==> src/double_spiral_pixel_remap_defines.svh <==
// assertion macros shared by the remap rtl
// depends on: nothing; users provide aclk and aresetn in scope
`ifndef DOUBLE_SPIRAL_PIXEL_REMAP_DEFINES_SVH
`define DOUBLE_SPIRAL_PIXEL_REMAP_DEFINES_SVH

// same-cycle implication, disabled while in reset
`define DSPR_ASSERT_IMP(label, ante, cons, msg) \
    label: assert property (@(posedge aclk) disable iff (!aresetn) (ante) |-> (cons)) \
        else $error(msg);

// next-cycle implication, disabled while in reset
`define DSPR_ASSERT_NXT(label, ante, cons, msg) \
    label: assert property (@(posedge aclk) disable iff (!aresetn) (ante) |=> (cons)) \
        else $error(msg);

`endif

==> src/dspr_pkg.sv <==
// package for the double spiral pixel remap: fixed widths, codes, inner pixel order
// depends on: nothing
package dspr_pkg;

    localparam int SIDE_W    = 8;
    localparam int CFG_ADDR_W = 1;

    localparam logic [CFG_ADDR_W-1:0] REG_GRID_WIDTH  = 1'b0;
    localparam logic [CFG_ADDR_W-1:0] REG_GRID_HEIGHT = 1'b1;

    typedef enum logic [1:0] {
        SIDE_TOP    = 2'd0,
        SIDE_RIGHT  = 2'd1,
        SIDE_BOTTOM = 2'd2,
        SIDE_LEFT   = 2'd3
    } side_t;

    // index is {side, row lsb, col lsb}
    localparam logic [1:0] PIXEL_ORDER [16] = '{
        2'd0, 2'd3, 2'd1, 2'd2,
        2'd0, 2'd1, 2'd3, 2'd2,
        2'd2, 2'd1, 2'd3, 2'd0,
        2'd2, 2'd3, 2'd1, 2'd0
    };

endpackage

==> src/dspr_divider.sv <==
// pipelined restoring divider, one quotient bit per stage, with ready chain
// depends on: dspr_pkg, double_spiral_pixel_remap_defines.svh
`include "double_spiral_pixel_remap_defines.svh"

module dspr_divider #(
    parameter int QW = 7
) (
    input  logic                       aclk,
    input  logic                       aresetn,
    input  logic [dspr_pkg::SIDE_W-1:0] divisor,
    input  logic                       in_valid,
    output logic                       in_ready,
    input  logic                       in_outside,
    input  logic [dspr_pkg::SIDE_W+QW-1:0] in_lin,
    output logic                       out_valid,
    input  logic                       out_ready,
    output logic                       out_outside,
    output logic [QW-1:0]              out_quot,
    output logic [dspr_pkg::SIDE_W-1:0] out_rem
);

    localparam int LIN_W = dspr_pkg::SIDE_W + QW;

    logic             valid_reg   [QW];
    logic             outside_reg [QW];
    logic [LIN_W-1:0] rem_reg     [QW];
    logic [QW-1:0]    quot_reg    [QW];
    logic             stage_ready [QW+1];

    assign stage_ready[QW] = out_ready;
    assign in_ready        = stage_ready[0];

    for (genvar k = 0; k < QW; k++) begin : g_stage
        localparam int BIT = QW - 1 - k;

        logic             valid_in;
        logic             outside_in;
        logic [LIN_W-1:0] rem_in;
        logic [QW-1:0]    quot_in;
        logic [LIN_W-1:0] shifted;
        logic             take;
        logic [LIN_W-1:0] rem_next;
        logic [QW-1:0]    quot_next;

        if (k == 0) begin : g_first
            assign valid_in   = in_valid;
            assign outside_in = in_outside;
            assign rem_in     = in_lin;
            assign quot_in    = '0;
        end else begin : g_rest
            assign valid_in   = valid_reg[k-1];
            assign outside_in = outside_reg[k-1];
            assign rem_in     = rem_reg[k-1];
            assign quot_in    = quot_reg[k-1];
        end

        assign stage_ready[k] = !valid_reg[k] || stage_ready[k+1];

        assign shifted   = LIN_W'(divisor) << BIT;
        assign take      = rem_in >= shifted;
        assign rem_next  = take ? (rem_in - shifted) : rem_in;
        assign quot_next = quot_in | (QW'(take) << BIT);

        always_ff @(posedge aclk) begin
            if (!aresetn) begin
                valid_reg[k] <= 1'b0;
            end else if (stage_ready[k]) begin
                valid_reg[k] <= valid_in;
            end
        end

        always_ff @(posedge aclk) begin
            if (stage_ready[k]) begin
                outside_reg[k] <= outside_in;
                rem_reg[k]     <= rem_next;
                quot_reg[k]    <= quot_next;
            end
        end
    end

    assign out_valid   = valid_reg[QW-1];
    assign out_outside = outside_reg[QW-1];
    assign out_quot    = quot_reg[QW-1];
    assign out_rem     = rem_reg[QW-1][dspr_pkg::SIDE_W-1:0];

    `DSPR_ASSERT_IMP(a_rem_below_divisor,
        out_valid && !out_outside,
        rem_reg[QW-1] < LIN_W'(divisor),
        "divider remainder not below divisor")

endmodule

==> src/double_spiral_pixel_remap.sv <==
// double spiral pixel remap: logical (col,row) to physical position on an led strip
// throughput: one transaction per cycle while m_tready is high; bubbles are squeezed out
// by a per-stage ready chain; QW = clog2(MAX_SIDE), 7 by default
// stages: box/ring depth, ring offset and base multiply, linear index, QW divide stages, output
// reset: synchronous active-low aresetn clears all valid bits, width and height return to 16
// depends on: dspr_pkg, dspr_divider, double_spiral_pixel_remap_defines.svh
`include "double_spiral_pixel_remap_defines.svh"

module double_spiral_pixel_remap #(
    parameter int MAX_SIDE = 128
) (
    input  logic        aclk,
    input  logic        aresetn,
    // configuration write port
    input  logic        cfg_wr_en,
    input  logic [dspr_pkg::CFG_ADDR_W-1:0] cfg_wr_addr,
    input  logic [7:0]  cfg_wr_data,
    // input stream
    input  logic        s_tvalid,
    output logic        s_tready,
    input  logic [15:0] s_tdata,   // [7:0] col_in, [15:8] row_in
    // result stream
    output logic        m_tvalid,
    input  logic        m_tready,
    output logic [15:0] m_tdata    // [7:0] col_out (signed), [14:8] row_out, [15] zero
);

    localparam int QW    = $clog2(MAX_SIDE);
    localparam int SW    = dspr_pkg::SIDE_W;
    localparam int LIN_W = SW + QW;

    // effective side: saturate at the maximum, drop the low bit
    function automatic logic [SW-1:0] eff_side(input logic [SW-1:0] v);
        logic [SW-1:0] sat;
        sat = ({1'b0, v} > (SW+1)'(MAX_SIDE)) ? SW'(MAX_SIDE) : v;
        return {sat[SW-1:1], 1'b0};
    endfunction

    // config registers hold the effective sizes directly
    logic [SW-1:0] grid_width_reg;
    logic [SW-1:0] grid_height_reg;

    always_ff @(posedge aclk) begin
        if (!aresetn) begin
            grid_width_reg  <= SW'(16);
            grid_height_reg <= SW'(16);
        end else if (cfg_wr_en) begin
            case (cfg_wr_addr)
                dspr_pkg::REG_GRID_WIDTH:  grid_width_reg  <= eff_side(cfg_wr_data);
                dspr_pkg::REG_GRID_HEIGHT: grid_height_reg <= eff_side(cfg_wr_data);
                default: ;
            endcase
        end
    end

    // ---------------------------------------------------------------
    // ready chain: each stage loads when empty or when the next one loads
    // ---------------------------------------------------------------
    logic p1_valid_reg, p2_valid_reg, p3_valid_reg, m_tvalid_reg;
    logic p1_en, p2_en, p3_en, out_en;
    logic div_in_ready, div_out_valid, div_out_outside;
    logic [QW-1:0] div_quot;
    logic [SW-1:0] div_rem;

    assign out_en   = !m_tvalid_reg || m_tready;
    assign p3_en    = !p3_valid_reg || div_in_ready;
    assign p2_en    = !p2_valid_reg || p3_en;
    assign p1_en    = !p1_valid_reg || p2_en;
    assign s_tready = p1_en;

    // ---------------------------------------------------------------
    // stage 1: outside check, box coordinates, ring depth
    // ---------------------------------------------------------------
    logic [7:0] col_in, row_in;
    logic [6:0] bx, by, bw, bh, dist_r, dist_b, min_a, min_b;
    logic       outside_next;
    logic [6:0] depth_next;

    assign col_in = s_tdata[7:0];
    assign row_in = s_tdata[15:8];

    assign bx     = col_in[7:1];
    assign by     = row_in[7:1];
    assign bw     = grid_width_reg[SW-1:1];
    assign bh     = grid_height_reg[SW-1:1];
    assign dist_r = bw - 7'd1 - bx;
    assign dist_b = bh - 7'd1 - by;
    assign min_a  = (bx < by) ? bx : by;
    assign min_b  = (dist_r < dist_b) ? dist_r : dist_b;

    assign outside_next = (col_in >= grid_width_reg) || (row_in >= grid_height_reg);
    assign depth_next   = (min_a < min_b) ? min_a : min_b;

    logic       p1_outside_reg, p1_x0_reg, p1_y0_reg;
    logic [6:0] p1_bx_reg, p1_by_reg, p1_bw_reg, p1_bh_reg, p1_depth_reg;

    always_ff @(posedge aclk) begin
        if (!aresetn) begin
            p1_valid_reg <= 1'b0;
        end else if (p1_en) begin
            p1_valid_reg <= s_tvalid;
        end
    end

    always_ff @(posedge aclk) begin
        if (p1_en) begin
            p1_outside_reg <= outside_next;
            p1_x0_reg      <= col_in[0];
            p1_y0_reg      <= row_in[0];
            p1_bx_reg      <= bx;
            p1_by_reg      <= by;
            p1_bw_reg      <= bw;
            p1_bh_reg      <= bh;
            p1_depth_reg   <= depth_next;
        end
    end

    // ---------------------------------------------------------------
    // stage 2: position within the ring, side, inner order, ring base product
    // ---------------------------------------------------------------
    logic [6:0]  rx, ry, rw, rh, depth2;
    logic [9:0]  rx10, ry10, rw10, rh10;
    logic [7:0]  span;
    logic [14:0] prod_next;
    logic [9:0]  offset_next;
    dspr_pkg::side_t side;
    logic [1:0]  inner_next;

    assign depth2 = {p1_depth_reg[5:0], 1'b0};
    assign rx     = p1_bx_reg - p1_depth_reg;
    assign ry     = p1_by_reg - p1_depth_reg;
    assign rw     = p1_bw_reg - depth2;
    assign rh     = p1_bh_reg - depth2;
    assign rx10   = 10'(rx);
    assign ry10   = 10'(ry);
    assign rw10   = 10'(rw);
    assign rh10   = 10'(rh);

    // boxes per ring scaled by depth: m*(bw+bh-2m), doubled in stage 3
    assign span      = 8'(p1_bw_reg) + 8'(p1_bh_reg) - 8'(depth2);
    assign prod_next = {8'd0, p1_depth_reg} * {7'd0, span};

    // clockwise walk from the top-left box of the ring
    always_comb begin
        if (ry == 7'd0) begin
            offset_next = rx10;
            side        = (rx == rw - 7'd1) ? dspr_pkg::SIDE_RIGHT : dspr_pkg::SIDE_TOP;
        end else if (rx == rw - 7'd1) begin
            offset_next = rw10 + ry10 - 10'd1;
            side        = dspr_pkg::SIDE_RIGHT;
        end else if (ry == rh - 7'd1) begin
            offset_next = (rw10 << 1) + rh10 - 10'd3 - rx10;
            side        = (rx == 7'd0) ? dspr_pkg::SIDE_LEFT : dspr_pkg::SIDE_BOTTOM;
        end else begin
            offset_next = (rw10 << 1) + (rh10 << 1) - 10'd4 - ry10;
            side        = dspr_pkg::SIDE_LEFT;
        end
    end

    assign inner_next = dspr_pkg::PIXEL_ORDER[{side, p1_y0_reg, p1_x0_reg}];

    logic        p2_outside_reg;
    logic [14:0] p2_prod_reg;
    logic [9:0]  p2_offset_reg;
    logic [1:0]  p2_inner_reg;

    always_ff @(posedge aclk) begin
        if (!aresetn) begin
            p2_valid_reg <= 1'b0;
        end else if (p2_en) begin
            p2_valid_reg <= p1_valid_reg;
        end
    end

    always_ff @(posedge aclk) begin
        if (p2_en) begin
            p2_outside_reg <= p1_outside_reg;
            p2_prod_reg    <= prod_next;
            p2_offset_reg  <= offset_next;
            p2_inner_reg   <= inner_next;
        end
    end

    // ---------------------------------------------------------------
    // stage 3: linear pixel index = 4 * (2*prod + offset) + inner
    // ---------------------------------------------------------------
    logic [15:0] box_idx;
    logic [17:0] lin_full;

    assign box_idx  = {p2_prod_reg, 1'b0} + 16'(p2_offset_reg);
    assign lin_full = {box_idx, 2'b00} + 18'(p2_inner_reg);

    logic             p3_outside_reg;
    logic [LIN_W-1:0] p3_lin_reg;

    always_ff @(posedge aclk) begin
        if (!aresetn) begin
            p3_valid_reg <= 1'b0;
        end else if (p3_en) begin
            p3_valid_reg <= p2_valid_reg;
        end
    end

    always_ff @(posedge aclk) begin
        if (p3_en) begin
            p3_outside_reg <= p2_outside_reg;
            p3_lin_reg     <= lin_full[LIN_W-1:0];
        end
    end

    // ---------------------------------------------------------------
    // column and row: linear index split by the effective width
    // ---------------------------------------------------------------
    dspr_divider #(
        .QW (QW)
    ) u_divider (
        .aclk        (aclk),
        .aresetn     (aresetn),
        .divisor     (grid_width_reg),
        .in_valid    (p3_valid_reg),
        .in_ready    (div_in_ready),
        .in_outside  (p3_outside_reg),
        .in_lin      (p3_lin_reg),
        .out_valid   (div_out_valid),
        .out_ready   (out_en),
        .out_outside (div_out_outside),
        .out_quot    (div_quot),
        .out_rem     (div_rem)
    );

    // ---------------------------------------------------------------
    // output register: parts the result side from the pipeline
    // ---------------------------------------------------------------
    logic [QW+6:0]     quot_ext;
    logic signed [7:0] col_out_next, col_out_reg;
    logic [6:0]        row_out_next, row_out_reg;

    assign quot_ext     = {7'd0, div_quot};
    assign col_out_next = div_out_outside ? -8'sd1 : signed'(div_rem);
    assign row_out_next = div_out_outside ? 7'd0 : quot_ext[6:0];

    always_ff @(posedge aclk) begin
        if (!aresetn) begin
            m_tvalid_reg <= 1'b0;
        end else if (out_en) begin
            m_tvalid_reg <= div_out_valid;
        end
    end

    always_ff @(posedge aclk) begin
        if (out_en) begin
            col_out_reg <= col_out_next;
            row_out_reg <= row_out_next;
        end
    end

    assign m_tvalid = m_tvalid_reg;
    assign m_tdata  = {1'b0, row_out_reg, col_out_reg};

    // ---------------------------------------------------------------
    // checks
    // ---------------------------------------------------------------
    `DSPR_ASSERT_NXT(a_accept_loads_stage1,
        s_tvalid && s_tready,
        p1_valid_reg,
        "accepted transaction did not reach stage 1")

    `DSPR_ASSERT_IMP(a_depth_within_box,
        p1_valid_reg && !p1_outside_reg,
        (p1_depth_reg <= p1_bx_reg) && (p1_depth_reg <= p1_by_reg),
        "ring depth exceeds box coordinate")

    `DSPR_ASSERT_IMP(a_outside_result_form,
        m_tvalid_reg && (col_out_reg == -8'sd1),
        row_out_reg == 7'd0,
        "outside result carries nonzero row")

    `DSPR_ASSERT_IMP(a_inside_row_in_grid,
        m_tvalid_reg && (col_out_reg != -8'sd1),
        ({1'b0, row_out_reg} < grid_height_reg) && (col_out_reg[7] == 1'b0),
        "inside result outside the grid")

endmodule

==> config.mk <==
export PLATFORM = sky130hd
export DESIGN_NAME = double_spiral_pixel_remap
export DESIGN_NICKNAME = d
export VERILOG_FILES = /design/src/dspr_pkg.sv /design/src/dspr_divider.sv /design/src/double_spiral_pixel_remap.sv
export VERILOG_INCLUDE_DIRS = /design/src /design/src/src
export SDC_FILE = /design/constraint.sdc
export NUM_CORES = 1
export LEC_CHECK = 0
export BUFFER_PORTS_ARGS = -buffer_cell sky130_fd_sc_hd__buf_2
export CORE_MARGIN = 1
export CORE_UTILIZATION = 55
export DETAILED_ROUTE_END_ITERATION = 10
export GPL_ROUTABILITY_DRIVEN = 0
export PLACE_DENSITY = 0.77
export RECOVER_POWER = 100
export SLEW_MARGIN = 15
export SYNTH_ARGS = -nofsm -noshare
export SYNTH_HDL_FRONTEND = slang
export SYNTH_HIERARCHICAL = 1
export SYNTH_SLANG_ARGS = --single-unit
==> constraint.sdc <==
create_clock -name aclk -period 8 [get_ports aclk]
set_input_delay 0.4 -clock aclk [delete_from_list [all_inputs] [get_ports aclk]]
set_output_delay 0.4 -clock aclk [all_outputs]
set_load 0.01 [all_outputs]
==> flow_summary.yaml, run 1 <==
timing:
  setup_viol: 0
  worst_pin_slew_ps: 2090
  skew_ps: 20.8
  tns_ps: 0
  slew_viol_final: 75
  rsz0062_at_grt: "false"
  slew_headroom_pct: -39.0
  finalCritPeriodShare_pct: 77.0
  finalCriticalPeriod_ps: 6160
  max_freq_mhz: 162
  worst_slack_ps: 1840
  hold_viol: 0
synthesis:
  synth-seq-cells: 252
  yosys-top-cells-area: "edfxtp_1 (38%), ha_1 (13%), fa_1 (6.9%), inv_1 (4.5%), xnor2_1 (3.6%)"
  yosysMostFrequentCell: "edfxtp_1"
  synth_area_sq_um: 18500
  synth_edf_count: 233
  yosysTopAreaCell: "edfxtp_1"
  netlist.area_leader.share_pct: 37.7
  yosysUniqueCellTypes: 88
  postSynthAreaPerCell_sq_um: 10.7
  syn_inst: 1736
  synth_top_flop_cell: "edfxtp_1"
  synthArstFlopShare_pct: 0
  ys.warnings.count: 6
  yosys-top-cells-count: "edfxtp_1 (233), inv_1 (222), ha_1 (200)"
  yosysSeqAreaShare_pct: 39.8
finish:
  drive_above_1_share_pct: 5.89
  fin_cells: 2259
  antennaDiodeCount: 0
  syn_to_final_growth_pct: 8.29
  fin_nets: 2093
  largest_reg_flops: 98
placed_design:
  portBuffers: 45
  place_ws_ps: 1870
  place_inst: 2212
  dp.final_hpwl_mm: 30.7
routing:
  viasPerCell: 5.73
  route.detailed.drc: 0
  first_pass_iters: 5
  drtIter0Drc: 895
  wl_per_cell_microns: 17.3
  via_count: 12937
  wl_mm: 39.0
  drtAntennaViolNets: 0
clock_tree:
  postCtsHoldBufs: 0
  cts_tree: "done"
  cts_buffer_depth: 3
  clkTransAtPathRegs_ps: 60
  post_cts_buffers: 0
  htree_levels: 1
  cts_resized: 0
  clock_latency_ps: 550
  cts_root_buf: "clkbuf_16"
  cts_buffers: 27
  cts_sinks: 252
setup_path:
  crit_arrival_ps: 6440
  critPathTopFamily: "adder cells"
  critPathKind: "reg2reg"
  cp-start-kind: "flip-flop"
  cp.required_ps: 8290
  critPathMaxFanout: 12
  critPathBufInv: 5
  max_stage_delay_ps: 630
  worstPathCellList: "inv_1 > fa_1 > inv_1 > ha_1 > nor2b_1 > o21a_1 > nor2_1 > xnor2_1 > nand2_1 > fa_1 > inv_1 > fa_1 > inv_1 > fa_1 > inv_1 > fa_1 > ha_1 > a21oi_1 > o21ai_0 > a21o_1 > a21oi_1 > xnor2_1"
  cp_slowest_cell: "edfxtp_1"
  endpoint_kind: "flip-flop"
floorplanning:
  num_rows: 66
  num_io_pins: 48
  fp.dieH_microns: 186
  die_w_microns: 186
  design.die.area_sq_um: 34500
  coreArea_sq_um: 32900
  initial_core_util_pct: 56.4
global_routing:
  grt_pass1_vias: 12815
  grt_use_total_pct: 23.2
  grt_max_degree: 41
  grt-ovfl-total: 0
  antenna_found_initial: 0
  grt_pass1_wl_mm: 63.4
run_status:
  status: "finished with violations"
  violations: "max-capacitance violations, max-slew violations"
flow_run:
  cap_violations: 2
hold_path:
  hold_class: "in2reg"
## layout make-up
class	count	area, sq um
clock buffers	35	772
clock inverters	12	134
inverters	224	841
well taps	442	553
multi-input cells	1246	10200
flip-flops and latches	252	7380
repair buffers	48	199
fillers	2667	12800
## final timing paths
kind                                 start                       end  slack, ps  cells past startpoint
setup / recovery           p1_depth_reg[0]           p2_prod_reg[11]       1840                     22
hold / removal                  s_tdata[8]                 p1_y0_reg         60                      1
setup reg to reg           p1_depth_reg[0]           p2_prod_reg[11]       1840                     22
hold reg to reg   u_divider/quot_reg[4][6]  u_divider/quot_reg[5][6]        410                      0
## kinds of logic after synthesis
family	Yosys count	share of synthesized area (%)
AND/OR/NAND/NOR	441	12.9
XOR/XNOR	120	6.13
AO/OA/AOI/OAI	364	12.8
multiplexers	49	2.85
buffers and inverters	245	5.09
flip-flops	252	39.8
adder cells (fa/ha/maj)	264	20.4
other	1	0.0202
## through the flow
stage	util, %	hold WS (ps)	cell area (sq um)
6_report	61.1	55.1	20100
4_1_cts	61.4	44.0	20200
5_1_grt	61.1	51.9	20100
3_3_place_gp	58.6	402	19300
3_5_place_dp	58.6	405	19300
2_1_floorplan	-	400	18600
## layout by cell type, fill, tap and decap left out, types with 6 or more instances in the layout
| cell | instances |
|---|---|
| conb_1 | 8 |
| o21ai_0 | 73 |
| nand4b_1 | 6 |
| o31a_1 | 6 |
| and3_1 | 14 |
| a21oi_1 | 114 |
| nand2_1 | 79 |
| xor2_1 | 37 |
| ha_1 | 200 |
| and2_0 | 8 |
| nor2_1 | 92 |
| o31ai_1 | 8 |
| nand4_1 | 15 |
| fa_1 | 64 |
| nor3b_1 | 14 |
| nand2b_1 | 31 |
| a21boi_0 | 14 |
| o211ai_1 | 8 |
| buf_2 | 12 |
| mux2i_1 | 21 |
| mux2_2 | 24 |
| nor3_1 | 23 |
| nand3_1 | 26 |
| and2_1 | 29 |
| o21a_1 | 25 |
| dfxtp_1 | 19 |
| a211o_1 | 7 |
| o21bai_1 | 17 |
| edfxtp_1 | 233 |
| nor4_1 | 10 |
| a21o_1 | 33 |
| or2_2 | 13 |
| clkbuf_1 | 38 |
| a211oi_1 | 23 |
| nor2b_1 | 45 |
| clkbuf_16 | 29 |
| xnor2_1 | 77 |
| inv_1 | 222 |
## layer usage
layer | routed length, microns | global-route usage (%) | up-vias | part of all wire, %
met5 | 0 | 0 | - | 0
met4 | 994 | 6.07 | 0 | 2.5
met3 | 1660 | 2.41 | 74 | 4.3
met2 | 19700 | 41.7 | 309 | 51
met1 | 16600 | 29.8 | 6270 | 43
li1 | - | - | 6284 | -
Power of run 1 is not shown: default switching activity piles up to over one toggle a cycle in this logic, so the estimate is an artifact.
==> inputs of run 2 (changes only) <==
PLACE_DENSITY = 0.79   (was 0.77)
clock period = 5.5 ns   (was 8 ns; I/O delays follow)
==> run 2 against run 1 <==
The run now ends clean. Critical endpoint unchanged. Register-to-register slack worse by 1800 ps. Global-route usage up 1.2 points. Highest routed layer unchanged. Critical path type unchanged. Cell area increased by 4.0%.
==> flow_summary.yaml, run 2 (synthesis results as in run 1) <==
global_routing:
  grt_max_degree: 32
  grt_pass1_wl_mm: 66.0
  grt_pass1_vias: 13153
  antenna_found_initial: 0
  grt-ovfl-total: 0
  grt_use_total_pct: 24.4
timing:
  skew_ps: 15.8
  setup_viol: 0
  rsz0062_at_grt: "true"
  max_freq_mhz: 183
  finalCritPeriodShare_pct: 99.1
  worst_pin_slew_ps: 1070
  hold_viol: 0
  slew_viol_final: 0
  finalCriticalPeriod_ps: 5450
  slew_headroom_pct: 28.7
setup_path:
  cp.required_ps: 5800
  critPathTopFamily: "adder cells"
  r2r_start: "p1_bh_reg[2]"
  cp_common_cell: "fa_1"
  cp_slowest_cell: "fa_1"
  critPathBufInv: 4
  cp-start-kind: "flip-flop"
  worstPathCellList: "inv_2 > fa_1 > inv_2 > ha_4 > nor2b_1 > o21a_1 > o21ai_2 > nand2b_1 > a21oi_2 > xnor2_2 > and2_1 > fa_1 > inv_1 > fa_1 > inv_1 > fa_1 > ha_1 > ha_4 > a21oi_1 > o21ai_2 > a21o_1 > a21oi_2 > xnor2_1"
  critPathKind: "reg2reg"
  critPathMaxFanout: 4
  crit_arrival_ps: 5750
  max_stage_delay_ps: 540
  startpoint: "p1_bh_reg[2]"
  endpoint_kind: "flip-flop"
finish:
  mostFrequentLayoutCell: "edfxtp_1"
  syn_to_final_growth_pct: 12.7
  drive_above_1_share_pct: 10.8
  post-route-util_pct: 63.6
  final_cell_mix: "edfxtp_1 (233), inv_1 (215), ha_1 (193)"
  fin_area_sq_um: 20900
  largest_reg_flops: 98
  antennaDiodeCount: 0
  fin_nets: 2154
floorplanning:
  num_io_pins: 48
  initial_core_util_pct: 56.4
  coreArea_sq_um: 32900
  fp.dieH_microns: 186
  num_rows: 66
  design.die.area_sq_um: 34500
  die_w_microns: 186
clock_tree:
  cts_tree: "done"
  htree_levels: 1
  clock_latency_ps: 550
  cts_root_buf: "clkbuf_16"
  clkTransAtPathRegs_ps: 70
  cts_sinks: 252
  cts_buffer_depth: 3
  cts_buffers: 26
placed_design:
  portBuffers: 45
  dp.final_hpwl_mm: 31.5
  place_area_sq_um: 19600
routing:
  via_count: 13382
  wl_mm: 42.0
  wl_per_cell_microns: 18.1
  drtAntennaViolNets: 0
  route.detailed.drc: 0
  viasPerCell: 5.77
  first_pass_iters: 6
  drtIter0Drc: 971
hold_path:
  hold_class: "in2reg"
  min-delay-start: "cfg_wr_addr"
flow_run:
  cap_violations: 0
run_status:
  status: "completed"
==> run 2: cell count changes in the layout (fill, tap and decap cells not counted), sizes merged <==
cell         delta
buf            +43
bufinv          +3
clkbuf          -5
clkinv          +1
clkinvlp        +2
dlygate4sd3    +17
inv             +1
==> run 2: path summary, 6_finish.rpt <==
kind / end / slack (ps) / cells past startpoint
worst max-delay path: p2_prod_reg[11] / 50 / 23
worst min-delay path: grid_height_reg[7] / 20 / 3
worst max register to register: p2_prod_reg[11] / 50 / 23
worst min register to register: u_divider/quot_reg[5][4] / 420 / 0
==> run 2: metal layers <==
layer,routed length (microns),share of wire (%),track usage (%)
met3,2030,4.8,3.48
met1,17400,41,30.5
met4,1340,3.2,7.05
met5,0,0,0
met2,21200,50,43.7
==> run 2: tightest hold or removal path: stages <==
cell	delay, ps
buf_2	110
nand3_1	70
a21boi_0	70
==> run 2: what timing repair did <==
| item | 4_1_cts | 5_1_grt |
|---|---|---|
| setup buffers | 0 | 7 |
| resized for setup | 10 | 35 |
| hold endpoints to repair | 17 | 0 |
| pin swaps | 4 | 31 |
| hold buffers | 17 | 0 |
| setup endpoints to repair | 3 | 4 |
==> run 2: layout make-up <==
type	count	area, sq um
Clock buffer	28	689
Clock inverter	19	262
Fill cell	2491	12000
Inverter	224	841
Multi-Input combinational cell	1246	10500
Sequential cell	252	7380
Tap cell	442	553
Timing Repair Buffer	110	702
==> run 2: through the flow <==
step	worst slack [ps]	std cells	setup TNS [ps]	hold slack, ps
CTS	10.2	2314	0	1.99
finish	49.5	2321	0	19.1
detailed placement	-231	2250	-366	405
floorplan	3.34	1743	0	374
global route	-118	2321	-264	30.1
global placement	-82.1	2250	-82.1	401
Power of run 2 is left out for the same reason.
